File: src/rtl/core/gdbd_pkg.sv
`timescale 1ns / 1ps

package gdbd_pkg;

  // Field widths of the date and result ports.
  localparam int unsigned YearW  = 14;
  localparam int unsigned MonthW = 4;
  localparam int unsigned DayW   = 5;
  localparam int unsigned CountW = 22;
  // Width of a year reduced modulo the 400-year Gregorian cycle.
  localparam int unsigned ModW   = 9;

  localparam logic [YearW-1:0]  YearMin    = YearW'(1);
  localparam logic [YearW-1:0]  YearMax    = YearW'(9999);
  localparam logic [YearW-1:0]  LeapCycle  = YearW'(400);
  localparam logic [ModW-1:0]   ModCentury1 = ModW'(100);
  localparam logic [ModW-1:0]   ModCentury2 = ModW'(200);
  localparam logic [ModW-1:0]   ModCentury3 = ModW'(300);
  localparam logic [ModW-1:0]   ModLast    = ModW'(399);

  localparam logic [MonthW-1:0] MonthJan = MonthW'(1);
  localparam logic [MonthW-1:0] MonthFeb = MonthW'(2);
  localparam logic [MonthW-1:0] MonthDec = MonthW'(12);

  localparam logic [DayW-1:0]   DayFirst = DayW'(1);
  localparam logic [DayW-1:0]   FebLeap  = DayW'(29);
  localparam logic [DayW-1:0]   FebPlain = DayW'(28);

  // Month lengths of a common year, January first.
  localparam logic [DayW-1:0] MonthLen [12] = '{
    DayW'(31), DayW'(28), DayW'(31), DayW'(30), DayW'(31), DayW'(30),
    DayW'(31), DayW'(31), DayW'(30), DayW'(31), DayW'(30), DayW'(31)
  };

  // Year is the most significant member, so a packed compare orders dates.
  typedef struct packed {
    logic [YearW-1:0]  year;
    logic [MonthW-1:0] month;
    logic [DayW-1:0]   day;
  } date_t;

  typedef logic [ModW-1:0] ymod_t;

  // Sequencer states.
  typedef enum logic [2:0] {
    ST_IDLE,
    ST_MOD_S,
    ST_MOD_E,
    ST_CHECK,
    ST_WALK
  } state_e;

  // Leap year from the year modulo 400: divisible by 4 and not a plain century.
  function automatic logic is_leap(ymod_t ymod);
    logic century;
    century = (ymod == ModCentury1) || (ymod == ModCentury2) || (ymod == ModCentury3);
    return (ymod[1:0] == 2'b00) && !century;
  endfunction

  // Days in a month; zero for a month code outside January to December.
  function automatic logic [DayW-1:0] month_days(logic [MonthW-1:0] month, logic leap);
    logic [DayW-1:0] len;
    len = '0;
    if ((month >= MonthJan) && (month <= MonthDec)) begin
      if (month == MonthFeb) begin
        len = leap ? FebLeap : FebPlain;
      end else begin
        len = MonthLen[MonthW'(month - MonthJan)];
      end
    end
    return len;
  endfunction

  // A date is possible when year, month and day all lie in range.
  function automatic logic date_ok(date_t dt, ymod_t ymod);
    logic year_ok;
    year_ok = (dt.year >= YearMin) && (dt.year <= YearMax);
    return year_ok && (dt.day >= DayFirst) &&
           (dt.day <= month_days(dt.month, is_leap(ymod)));
  endfunction

endpackage

File: src/rtl/core/gdbd_day_step.sv
`timescale 1ns / 1ps

module gdbd_day_step (
  input  gdbd_pkg::date_t cur_i,
  input  gdbd_pkg::ymod_t cur_mod_i,
  input  gdbd_pkg::date_t end_i,
  output gdbd_pkg::date_t nxt_o,
  output gdbd_pkg::ymod_t nxt_mod_o,
  output logic            before_o
);
  import gdbd_pkg::*;

  logic [DayW-1:0] last_day;

  // The working date is still short of the end date.
  assign before_o = (cur_i < end_i);

  assign last_day = month_days(cur_i.month, is_leap(cur_mod_i));

  // Advance the working date by one day, rolling month and year over.
  always_comb begin
    nxt_o     = cur_i;
    nxt_mod_o = cur_mod_i;
    if (cur_i.day == last_day) begin
      nxt_o.day = DayFirst;
      if (cur_i.month == MonthDec) begin
        nxt_o.month = MonthJan;
        nxt_o.year  = cur_i.year + YearW'(1);
        nxt_mod_o   = (cur_mod_i == ModLast) ? '0 : cur_mod_i + ModW'(1);
      end else begin
        nxt_o.month = cur_i.month + MonthW'(1);
      end
    end else begin
      nxt_o.day = cur_i.day + DayW'(1);
    end
  end

endmodule

File: src/rtl/core/gregorian_days_between_dates_core.sv
`timescale 1ns / 1ps

// Gregorian day counter.
// The input channel (in_valid_i / in_ready_o) carries two dates and an
// include-end flag; the output channel (out_valid_o / out_ready_i) returns
// the day count and a flag for an impossible date, one result per input.
// One transaction is worked on at a time, and in_ready_o is high only while
// the sequencer is idle. After acceptance each year is reduced modulo 400 by
// repeated subtraction, a check state tests both dates, and then the
// day-step unit walks the working date one day per cycle until it reaches
// the end date. An impossible date ends the transaction at the check, with
// no walk and a zero count.
// The result sits in an output register; while the receiver stalls, the
// sequencer may take a new transaction and work on it, but holds its final
// step until the previous result has been taken.
// Reset returns the sequencer to idle and drops out_valid_o.
module gregorian_days_between_dates_core (
  input  logic                         clk_i,
  input  logic                         rst_ni,
  input  logic                         in_valid_i,
  output logic                         in_ready_o,
  input  logic [gdbd_pkg::DayW-1:0]    start_day_i,
  input  logic [gdbd_pkg::MonthW-1:0]  start_month_i,
  input  logic [gdbd_pkg::YearW-1:0]   start_year_i,
  input  logic [gdbd_pkg::DayW-1:0]    end_day_i,
  input  logic [gdbd_pkg::MonthW-1:0]  end_month_i,
  input  logic [gdbd_pkg::YearW-1:0]   end_year_i,
  input  logic                         include_end_i,
  output logic                         out_valid_o,
  input  logic                         out_ready_i,
  output logic [gdbd_pkg::CountW-1:0]  day_count_o,
  output logic                         bad_date_o
);
  import gdbd_pkg::*;

  state_e state_q, state_d;

  date_t             start_q, end_q, walk_q;
  logic              inc_q;
  logic [YearW-1:0]  red_q;
  ymod_t             s_mod_q, e_mod_q, walk_mod_q;
  logic [CountW-1:0] count_q;
  logic [CountW-1:0] day_count_q;
  logic              bad_q;
  logic              out_valid_q;

  date_t nxt_date;
  ymod_t nxt_mod;
  logic  short_of_end;
  logic  red_ge;
  logic  dates_ok;
  logic  out_free;
  logic  done_bad;
  logic  done_walk;

  // Day-step and compare unit for the date walk.
  gdbd_day_step u_step (
    .cur_i     (walk_q),
    .cur_mod_i (walk_mod_q),
    .end_i     (end_q),
    .nxt_o     (nxt_date),
    .nxt_mod_o (nxt_mod),
    .before_o  (short_of_end)
  );

  assign red_ge   = (red_q >= LeapCycle);
  assign dates_ok = date_ok(start_q, s_mod_q) && date_ok(end_q, e_mod_q);
  assign out_free = !out_valid_q || out_ready_i;

  // Next-state logic of the sequencer.
  always_comb begin
    state_d = state_q;
    case (state_q)
      ST_IDLE: begin
        if (in_valid_i) state_d = ST_MOD_S;
      end
      ST_MOD_S: begin
        if (!red_ge) state_d = ST_MOD_E;
      end
      ST_MOD_E: begin
        if (!red_ge) state_d = ST_CHECK;
      end
      ST_CHECK: begin
        if (dates_ok) begin
          state_d = ST_WALK;
        end else if (out_free) begin
          state_d = ST_IDLE;
        end
      end
      ST_WALK: begin
        if (!short_of_end && out_free) state_d = ST_IDLE;
      end
      default: state_d = ST_IDLE;
    endcase
  end

  // Sequencer outputs.
  always_comb begin
    in_ready_o = (state_q == ST_IDLE);
    done_bad   = (state_q == ST_CHECK) && !dates_ok && out_free;
    done_walk  = (state_q == ST_WALK) && !short_of_end && out_free;
  end

  // Control registers.
  always_ff @(posedge clk_i or negedge rst_ni) begin
    if (!rst_ni) begin
      state_q     <= ST_IDLE;
      out_valid_q <= 1'b0;
    end else begin
      state_q <= state_d;
      if (done_bad || done_walk) begin
        out_valid_q <= 1'b1;
      end else if (out_ready_i) begin
        out_valid_q <= 1'b0;
      end
    end
  end

  // Working registers: year reduction, date walk and day count.
  always_ff @(posedge clk_i) begin
    case (state_q)
      ST_IDLE: begin
        if (in_valid_i) begin
          start_q <= '{year: start_year_i, month: start_month_i, day: start_day_i};
          end_q   <= '{year: end_year_i, month: end_month_i, day: end_day_i};
          inc_q   <= include_end_i;
          red_q   <= start_year_i;
        end
      end
      ST_MOD_S: begin
        if (red_ge) begin
          red_q <= red_q - LeapCycle;
        end else begin
          s_mod_q <= red_q[ModW-1:0];
          red_q   <= end_q.year;
        end
      end
      ST_MOD_E: begin
        if (red_ge) begin
          red_q <= red_q - LeapCycle;
        end else begin
          e_mod_q <= red_q[ModW-1:0];
        end
      end
      ST_CHECK: begin
        walk_q     <= start_q;
        walk_mod_q <= s_mod_q;
        count_q    <= '0;
      end
      ST_WALK: begin
        if (short_of_end) begin
          walk_q     <= nxt_date;
          walk_mod_q <= nxt_mod;
          count_q    <= count_q + CountW'(1);
        end
      end
      default: begin
      end
    endcase
  end

  // Result register, loaded when a transaction completes.
  always_ff @(posedge clk_i) begin
    if (done_bad) begin
      day_count_q <= '0;
      bad_q       <= 1'b1;
    end else if (done_walk) begin
      day_count_q <= count_q + CountW'(inc_q);
      bad_q       <= 1'b0;
    end
  end

  assign out_valid_o = out_valid_q;
  assign day_count_o = day_count_q;
  assign bad_date_o  = bad_q;

endmodule

File: config.mk
export PLATFORM = sky130hd
export DESIGN_NAME = gregorian_days_between_dates_core
export DESIGN_NICKNAME = d
export VERILOG_FILES = /design/src/rtl/core/gdbd_pkg.sv /design/src/rtl/core/gdbd_day_step.sv /design/src/rtl/core/gregorian_days_between_dates_core.sv
export SDC_FILE = /design/constraint.sdc
export NUM_CORES = 1
export LEC_CHECK = 0
export ABC_AREA = 1
export CAP_MARGIN = 25
export CORE_UTILIZATION = 30
export CTS_CLUSTER_DIAMETER = 200
export DETAILED_ROUTE_END_ITERATION = 8
export DONT_BUFFER_PORTS = 1
export PLACE_DENSITY = 0.53
export SLEW_MARGIN = 25
export SYNTH_ARGS = -nofsm -noshare
export SYNTH_HDL_FRONTEND = slang
export SYNTH_HIERARCHICAL = 1
export SYNTH_SLANG_ARGS = --single-unit
File: constraint.sdc
create_clock -name clk_i -period 13.6 [get_ports clk_i]
set_clock_uncertainty 0.2 [all_clocks]
set_input_delay 1.36 -clock clk_i [delete_from_list [all_inputs] [get_ports clk_i]]
set_output_delay 1.36 -clock clk_i [all_outputs]
set_load 0.02 [all_outputs]
==> flow_summary.toml, run 1 <==
[cts]
htreeDepth = 4
cts_buffers = 17
clockBufferDepth = 2
cts_setup_buffers = 0
cts_hold_buf = 0
cts_root_buffer = "clkbuf_16"
numClockSinks = 160
clk_pin_slew_ns = 0.07
cts.repair.resized = 0
cts_tree = "yes"
clkLatencyLatePin_ns = 0.44

[finish]
drive_gt1_share_pct = 7.10
layout_common_cells = "nand2_1 (415), inv_1 (155), edfxtp_1 (133)"
nets = 1337
final_common_cell = "nand2_1"
syn2layout_area_growth_pct = 9.44

[sta]
final.setup.tns_ns = 0
fmax_mhz = 282
slew_headroom_pct = 38.3
rsz0062_at_grt = "no"
setup_viol = 0
tightest_slew_ns = 0.923
min_period_over_period_pct = 26.1
hold_viol = 0
slew_violations = 0
fin_crit_ns = 3.55

[die]
start_util_pct = 30.6
die_y_um = 185
rows = 66
core_area_sq_um = 32700
die_x_um = 185
die_area_sq_um = 34100
ioPinCount = 76

[critical_path]
path_class = "flop to flop"
crit_path_start_kind = "flop"
reg2reg_depth = 6
required_ns = 13.46
crit_slowest_cell = "inv_2"
cpMostUsedCell = "nand2_2"
setup.reg_to_reg.worst_slack_ns = 10.05
crit_path_max_incr_delay_ns = 0.86
endpoint_kind = "flop"
path_cells = "nor2_1, nand2_2, inv_2, nand2_1, nand2_2, buf_4"
crit_fanout = 55
critPathArrivalTime_ns = 3.41

[drt]
vias_per_cell = 4.65
drtAntennaViolNets = 0
drc_errors = 0
routedWlPerCell_um = 14.5
first_pass_iters = 6
vias = 7886
detail_route.iter0.violations = 532
drt_wl_total_um = 24500

[synthesis]
synth-main-ff-cell = "edfxtp_1"
ys_ff_latch = 160
synth_cells = 1249
yosysUniqueCellTypes = 49
synth.top_cells.by_area = "edfxtp_1 (40%), nand2_1 (16%), inv_1 (5.8%)"
synthArstFlopShare_pct = 2.50
yosysSeqAreaShare_pct = 45.5
synth_top_area_share_pct = 39.9
yosysWarnings = 6
synth.largest_area_cell = "edfxtp_1"
syn_nets = 1346
synth_edf_count = 133
syn_area_sq_um = 10000
syn_avg_cell_area_sq_um = 8.01

[pwr]
p_leak_nw = 4.74
total_power_mw = 2.10
ir_drop_v = 0.0000981
powerDensity_nw_per_um2 = 192

[global_routing]
grt_pass1_vias = 7437
grtUsageTotal_pct = 15.1
antenna_found_initial = 1
grt_max_degree = 56
grt_pass1_wl_um = 39800
gr-total-overflow = 0

[placed_design]
place.gp.congestion = 0.884
post-dp-hpwl_um = 18200
port-buffer-count = 0

[worst_hold_path]
whs_path_depth = 0
hold_class = "flop to flop"

[run]
maxCapViolCount = 0

[status]
status = "finished, final reports clean"
[where the power goes]
| part | total [mW] | internal, mW | switching, mW |
|---|---|---|---|
| Sequential | 0.920 | 0.729 | 0.191 |
| Combinational | 0.711 | 0.232 | 0.479 |
| Clock | 0.472 | 0.269 | 0.202 |
| Total | 2.10 | 1.23 | 0.872 |
[Yosys cell counts (7+ instances only)]
| cell type | number |
|---|---|
| a21oi_1 | 39 |
| buf_2 | 11 |
| clkbuf_1 | 10 |
| dfxtp_1 | 23 |
| edfxtp_1 | 133 |
| ha_1 | 46 |
| inv_1 | 155 |
| inv_2 | 10 |
| nand2_1 | 416 |
| nand3_1 | 65 |
| nand4_1 | 42 |
| nor2_1 | 109 |
| nor2_2 | 7 |
| nor3_1 | 16 |
| o21ai_0 | 52 |
| o21ai_1 | 7 |
| or2_2 | 7 |
| xnor2_1 | 12 |
| xor2_1 | 23 |
[metrics by stage]
stage	area, sq um	setup WS (ns)	util (%)	hold WS [ns]	cells
6_report	11000	10.05	33.5	0.299	1696
5_1_grt	11000	9.69	33.5	0.323	1696
4_1_cts	11000	9.99	33.5	0.299	1695
3_5_place_dp	10400	10.01	31.8	0.287	1663
3_3_place_gp	10400	10.03	31.8	0.270	1663
2_1_floorplan	10000	8.27	-	0.245	1249
[worst paths after layout]
kind,from,to
setup / recovery,state_q[1],count_q[12]
hold / removal,red_q[2],e_mod_q[2]
setup reg to reg,state_q[1],count_q[12]
hold reg to reg,red_q[2],e_mod_q[2]
max in group asynchronous,rst_ni,out_valid_o
min in group asynchronous,rst_ni,state_q[1]
[worst max-delay path: cells and delay by family (launching register included)]
family,cells,cell delay (ns)
simple gates,4,1.05
buf+inv,2,1.40
flops,1,0.47
[flip-flops by register name, summed over array words and instances (netlist names)]
name	flops
out_valid_o	1
red_q	14
inc_q	1
e_mod_q	9
s_mod_q	9
walk_q	23
bad_date_o	1
state_q	3
walk_mod_q	9
day_count_o	22
end_q	23
count_q	22
start_q	23
[cell families (layout without fill, tap and decap cells)]
logic type	Yosys count	count (layout)	synth area share, %
AO/OA/AOI/OAI	121	121	7.06
buffers and inverters	197	201	8.35
adder cells (fa/ha/maj)	46	46	5.75
XOR/XNOR	36	36	3.34
flip-flops	160	160	45.5
AND/OR/NAND/NOR	689	689	30.0
other	0	1	0
[cell type report]
class | instances | area [sq um]
Timing Repair Buffer | 4 | 30.0
Clock buffer | 18 | 429
Sequential cell | 160 | 4550
Multi-Input combinational cell | 892 | 4630
Antenna cell | 1 | 2.50
Clock inverter | 14 | 139
Inverter | 165 | 619
Tap cell | 442 | 553
Fill cell | 3489 | 21700
[metal layers]
metal / wire length (um) / GRT usage, % / part of all wire, % / up-vias
met1: 11800 / 20.4 / 48 / 3636
met2: 11200 / 23.9 / 46 / 133
met5: 0 / 0 / 0 / -
met4: 411 / 5.19 / 1.7 / 0
met3: 1070 / 3.26 / 4.4 / 28
li1: - / - / - / 4089
(Power assumes the default switching activity.)
==> run 2, diff against run 1 <==
==> constraint.sdc (replaced) <==
create_clock -name clk_i -period 3.36 [get_ports clk_i]
set_clock_uncertainty 0.2 [all_clocks]
set_input_delay 0.336 -clock clk_i [delete_from_list [all_inputs] [get_ports clk_i]]
set_output_delay 0.336 -clock clk_i [all_outputs]
set_load 0.02 [all_outputs]
==> run 2 against run 1 <==
  * Cell area grew 5.6%
  * Clock power grew to 4.3 times the previous value
  * Non-clock buffer count grew 60
  * Critical endpoint is now walk_q[9]
==> flow_summary.toml, run 2 (synthesis results as in run 1) <==
[status]
status = "finished, final reports clean"

[global_routing]
grt_pass1_wl_um = 40800
grt_pass1_vias = 7729
grt_max_degree = 48
grtUsageTotal_pct = 15.3
antenna_found_initial = 0
gr-total-overflow = 0

[cts]
cts_root_buffer = "clkbuf_16"
clkLatencyLatePin_ns = 0.44
numClockSinks = 160
clk_pin_slew_ns = 0.07
clockBufferDepth = 2
cts.repair.resized = 0
cts_setup_buffers = 0
cts_buffers = 17
cts_hold_buf = 49
cts_tree = "yes"
htreeDepth = 4

[drt]
drc_errors = 0
dr_wl_met3_um = 1310
m1WireLength_um = 12200
routedWlPerCell_um = 14.2
drtAntennaViolNets = 0
top_layer = "met4"
drt_wl_total_um = 25000
vias_per_cell = 4.65
met2_wirelength_um = 11100
first_pass_iters = 5
detail_route.iter0.violations = 545
vias = 8156

[critical_path]
r2r_start = "walk_q[5]"
crit_buf_inv = 2
required_ns = 3.34
path_cells = "inv_1, ha_1, nand2_1, nor2_1, nand2_1, nor2_1, nand2_1, nand2_1, nand3_1, nand2_2, buf_4, nand3_2, nand2_1, nand2_1, nand2_1, o21ai_0"
crit_family = "simple AND/OR/NAND/NOR gates"
crit_slowest_cell = "edfxtp_1"
path_class = "flop to flop"
critPathArrivalTime_ns = 3.01
cpMostUsedCell = "nand2_1"
r2r_end = "walk_q[9]"
endpoint_kind = "flop"
crit_path_start_kind = "flop"
setup.reg_to_reg.worst_slack_ns = 0.32
crit_fanout = 21
crit_path_max_incr_delay_ns = 0.52
reg2reg_depth = 16

[sta]
rsz0062_at_grt = "no"
min_period_over_period_pct = 90.3
final.setup.tns_ns = 0
tightest_slew_ns = 0.635
setup_slack_ns = 0.324
fmax_mhz = 329
slew_headroom_pct = 57.7
fin_crit_ns = 3.04
slew_violations = 0
hold_viol = 0
setup_viol = 0
holdWs_ns = 0.0249

[finish]
final_area_sq_um = 11600
fillerInstances = 3457
final_common_cell = "nand2_1"
top_regs = "end_q x23, start_q x23, walk_q x23"
layout_common_cells = "nand2_1 (415), inv_1 (155), edfxtp_1 (133)"
nets = 1397
n_antenna_cell = 0
syn2layout_area_growth_pct = 15.6
instances_no_fill = 1755
final_util_pct = 35.4
drive_gt1_share_pct = 7.77

[worst_hold_path]
hold_end = "out_valid_o"
whs_path_depth = 3
holdCritStartpoint = "out_ready_i"
hold_class = "primary input to flop"

[die]
die_x_um = 185
core_area_sq_um = 32700
ioPinCount = 76
die_area_sq_um = 34100
rows = 66
start_util_pct = 30.6
die_y_um = 185

[run]
maxCapViolCount = 0

[placed_design]
placedCellCount = 1674
placed_area_sq_um = 10500
port-buffer-count = 0
place.gp.congestion = 0.843
post-dp-hpwl_um = 18400
place_ws_ns = 0.376

[pwr]
p_leak_nw = 5.03
powerDensity_nw_per_um2 = 757
ir_drop_v = 0.000421
total_power_mw = 8.75
run 2: how the worst max path moves through the flow:
stage	start	endpoint	slack (ns)	depth (start not counted)
floorplan	walk_q[8]	count_q[0]	0.05	9
CTS	walk_q[5]	walk_mod_q[7]	0.36	15
detailed placement	walk_q[5]	walk_mod_q[7]	0.38	15
global route	walk_q[5]	walk_q[7]	0.03	15
global placement	walk_q[5]	walk_q[9]	0.38	16
finish	walk_q[5]	walk_q[9]	0.32	16
run 2: worst reg2reg max path: stages (launching register included):
cell and delay (ns):
edfxtp_1 0.52, inv_1 0.22, ha_1 0.24, nand2_1 0.07, nor2_1 0.21, nand2_1 0.09, nor2_1 0.11, nand2_1 0.06
nand2_1 0.07, nand3_1 0.08, nand2_2 0.20, buf_4 0.30, nand3_2 0.14, nand2_1 0.08, nand2_1 0.07, nand2_1 0.06
o21ai_0 0.07
run 2: where the power goes:
group / switching (mW) / internal, mW
clock network: 0.891 / 1.12
logic: 1.99 / 1.04
registers: 0.768 / 2.95
run 2: layer usage:
metal | GRT usage (%) | up-vias
li1 | - | 4204
met3 | 2.81 | 29
met2 | 23.7 | 204
met1 | 21.3 | 3719
met4 | 5.32 | 0
met5 | 0 | -
run 2: area by class of cell:
type                            count  area (sq um)  area share, %
Inverter                          165           619           5.35
Timing Repair Buffer               64           616           5.32
Clock inverter                     15           170           1.47
Clock buffer                       17           425           3.68
Tap cell                          442           553           4.78
Multi-Input combinational cell    892          4630           40.0
Sequential cell                   160          4550           39.4
==> run 3, diff against run 2 <==
--- a/config.mk
+++ b/config.mk
@@ -6,12 +6,12 @@
 export NUM_CORES = 1
 export LEC_CHECK = 0
 export ABC_AREA = 1
-export CAP_MARGIN = 25
-export CORE_UTILIZATION = 30
+export CAP_MARGIN = 0
+export CORE_UTILIZATION = 50
 export CTS_CLUSTER_DIAMETER = 200
 export DETAILED_ROUTE_END_ITERATION = 8
 export DONT_BUFFER_PORTS = 1
-export PLACE_DENSITY = 0.53
+export PLACE_DENSITY = 0.74
 export SLEW_MARGIN = 25
 export SYNTH_ARGS = -nofsm -noshare
 export SYNTH_HDL_FRONTEND = slang
==> constraint.sdc (replaced) <==
create_clock -name clk_i -period 3.36 [get_ports clk_i]
set_clock_uncertainty 0.2 [all_clocks]
set_input_delay 0 -clock clk_i [delete_from_list [all_inputs] [get_ports clk_i]]
set_output_delay 0 -clock clk_i [all_outputs]
set_load 0.02 [all_outputs]
==> run 3 against run 2 <==
  * Critical path depth is 1 lower
  * Final cell count decreased by 8.3%
  * Die area decreased by 40%
  * Maximum frequency fell by 1.2%
  * Critical path type unchanged
  * Highest routed layer unchanged
  * Sequential share of layout area down 0.29 points
  * Flip-flop and latch count unchanged
  * Cell area increased by 0.74%
  * Clock power fell by 2%
  * Wire length decreased by 0.82%
  * Largest power group unchanged
==> flow_summary.toml, run 3 (synthesis results as in run 1) <==
[pwr]
p_leak_nw = 5.16
total_power_mw = 8.77
powerDensity_nw_per_um2 = 753
ir_drop_v = 0.000574

[drt]
drc_errors = 0
drt_wl_total_um = 24800
detail_route.iter0.violations = 747
drtAntennaViolNets = 0
vias = 8513
routedWlPerCell_um = 15.4
vias_per_cell = 5.29
first_pass_iters = 5

[worst_hold_path]
hold_class = "primary input to flop"

[sta]
fin_crit_ns = 3.07
slew_violations = 0
tightest_slew_ns = 0.571
min_period_over_period_pct = 91.5
fmax_mhz = 325
final.setup.tns_ns = 0
hold_viol = 0
slew_headroom_pct = 61.5
setup_viol = 0
rsz0062_at_grt = "no"

[cts]
clkLatencyLatePin_ns = 0.44
clockBufferDepth = 2
clk_pin_slew_ns = 0.07
cts_buffers = 17
cts_root_buffer = "clkbuf_16"
cts_setup_buffers = 0
cts.repair.resized = 0
htreeDepth = 4
cts_tree = "yes"
numClockSinks = 160

[global_routing]
grt_pass1_wl_um = 39800
grt_pass1_vias = 8011
grt_max_degree = 55
gr-total-overflow = 0
grtUsageTotal_pct = 25.1
antenna_found_initial = 0

[critical_path]
crit_path_start_kind = "flop"
crit_buf_inv = 4
crit_family = "compound AO/OA/AOI/OAI gates"
critPathArrivalTime_ns = 3.26
crit_path_max_incr_delay_ns = 0.52
path_class = "flop to flop"
crit_slowest_cell = "edfxtp_1"
path_cells = "ha_1, nand2_1, inv_1, nand3_1, a21oi_1, o211ai_1, inv_1, nor2_1, nor3_4, inv_2, a21oi_1, o21ai_0, nand2_1, nand2_1, inv_1"
required_ns = 3.55
crit_fanout = 33
endpoint_kind = "flop"

[finish]
syn2layout_area_growth_pct = 16.5
layout_common_cells = "nand2_1 (415), inv_1 (155), edfxtp_1 (133)"
nets = 1429
final_common_cell = "nand2_1"
top_regs = "end_q x23, start_q x23, walk_q x23"
multi_input_area_sq_um = 4630
n_antenna_cell = 0
regArea_sq_um = 4550
fillerInstances = 1678
drive_gt1_share_pct = 7.43

[placed_design]
post-dp-hpwl_um = 16300
port-buffer-count = 0
place.gp.congestion = 0.873

[die]
die_x_um = 143
ioPinCount = 76
die_area_sq_um = 20600
start_util_pct = 51.3
rows = 51
core_area_sq_um = 19500
die_y_um = 143

[run]
maxCapViolCount = 0

[status]
status = "finished, final reports clean"
## run 3: cell types whose count changed in the layout (fill, tap and decap cells not counted), sizes merged
cell,before,now
clkinvlp,2,0
dlygate4sd3,49,83
buf,15,13
bufinv,2,1
clkinv,3,5
inv,173,174
## run 3: worst reg2reg max path, stage by stage (launching register included)
cell and delay [ns]:
edfxtp_1 0.52, ha_1 0.37, nand2_1 0.08, inv_1 0.06, nand3_1 0.09, a21oi_1 0.35
o211ai_1 0.14, inv_1 0.08, nor2_1 0.08, nor3_4 0.32, inv_2 0.28, a21oi_1 0.18
o21ai_0 0.09, nand2_1 0.07, nand2_1 0.05, inv_1 0.06
## run 3: layout make-up
type / count / share of cell area [%]
Timing Repair Buffer: 96 / 8.07
Sequential cell: 160 / 39.1
Inverter: 165 / 5.31
Clock inverter: 15 / 1.30
Tap cell: 265 / 2.84
Multi-Input combinational cell: 892 / 39.7
Clock buffer: 17 / 3.65
## run 3: power by group
part	leakage (nW)	switching [mW]	internal, mW
combinational	3.39	2.05	1.07
clock	0.287	0.910	1.05
sequential	1.48	0.752	2.95
## run 3: repair_timing
item                       CTS  global route
hold endpoints to repair    95             1
hold buffers                82             1
setup endpoints to repair    0             0
## run 3: final timing paths
kind                                  start              to  slack, ns  depth (start not counted)
min in group asynchronous            rst_ni      state_q[1]       0.17                          2
max                               walk_q[6]  day_count_o[5]       0.29                         15
max reg2reg                       walk_q[6]  day_count_o[5]       0.29                         15
min                        start_year_i[10]     start_q[19]       0.02                          1
min reg2reg                        red_q[1]      e_mod_q[1]       0.30                          0
max in group asynchronous            rst_ni     out_valid_o       2.62                          2
## run 3: through the flow
| stage | cells | area, sq um | util (%) | setup WS, ns | hold WS (ns) |
|---|---|---|---|---|---|
| detailed placement | 1495 | 10200 | 52.5 | 0.392 | -0.496 |
| CTS | 1609 | 11600 | 59.6 | 0.342 | 0.000671 |
| finish | 1610 | 11700 | 59.7 | 0.286 | 0.0168 |
| global route | 1610 | 11700 | 59.7 | 0.0113 | 0.0237 |
| global placement | 1495 | 10200 | 52.5 | 0.432 | -0.496 |
| floorplan | 1249 | 10000 | - | 0.0472 | -0.496 |
## run 3: layer usage
metal,global-route usage [%],wire length [um]
met1,31.9,10500
met2,42.0,12000
met3,4.43,1580
met4,10.9,692
met5,0,0
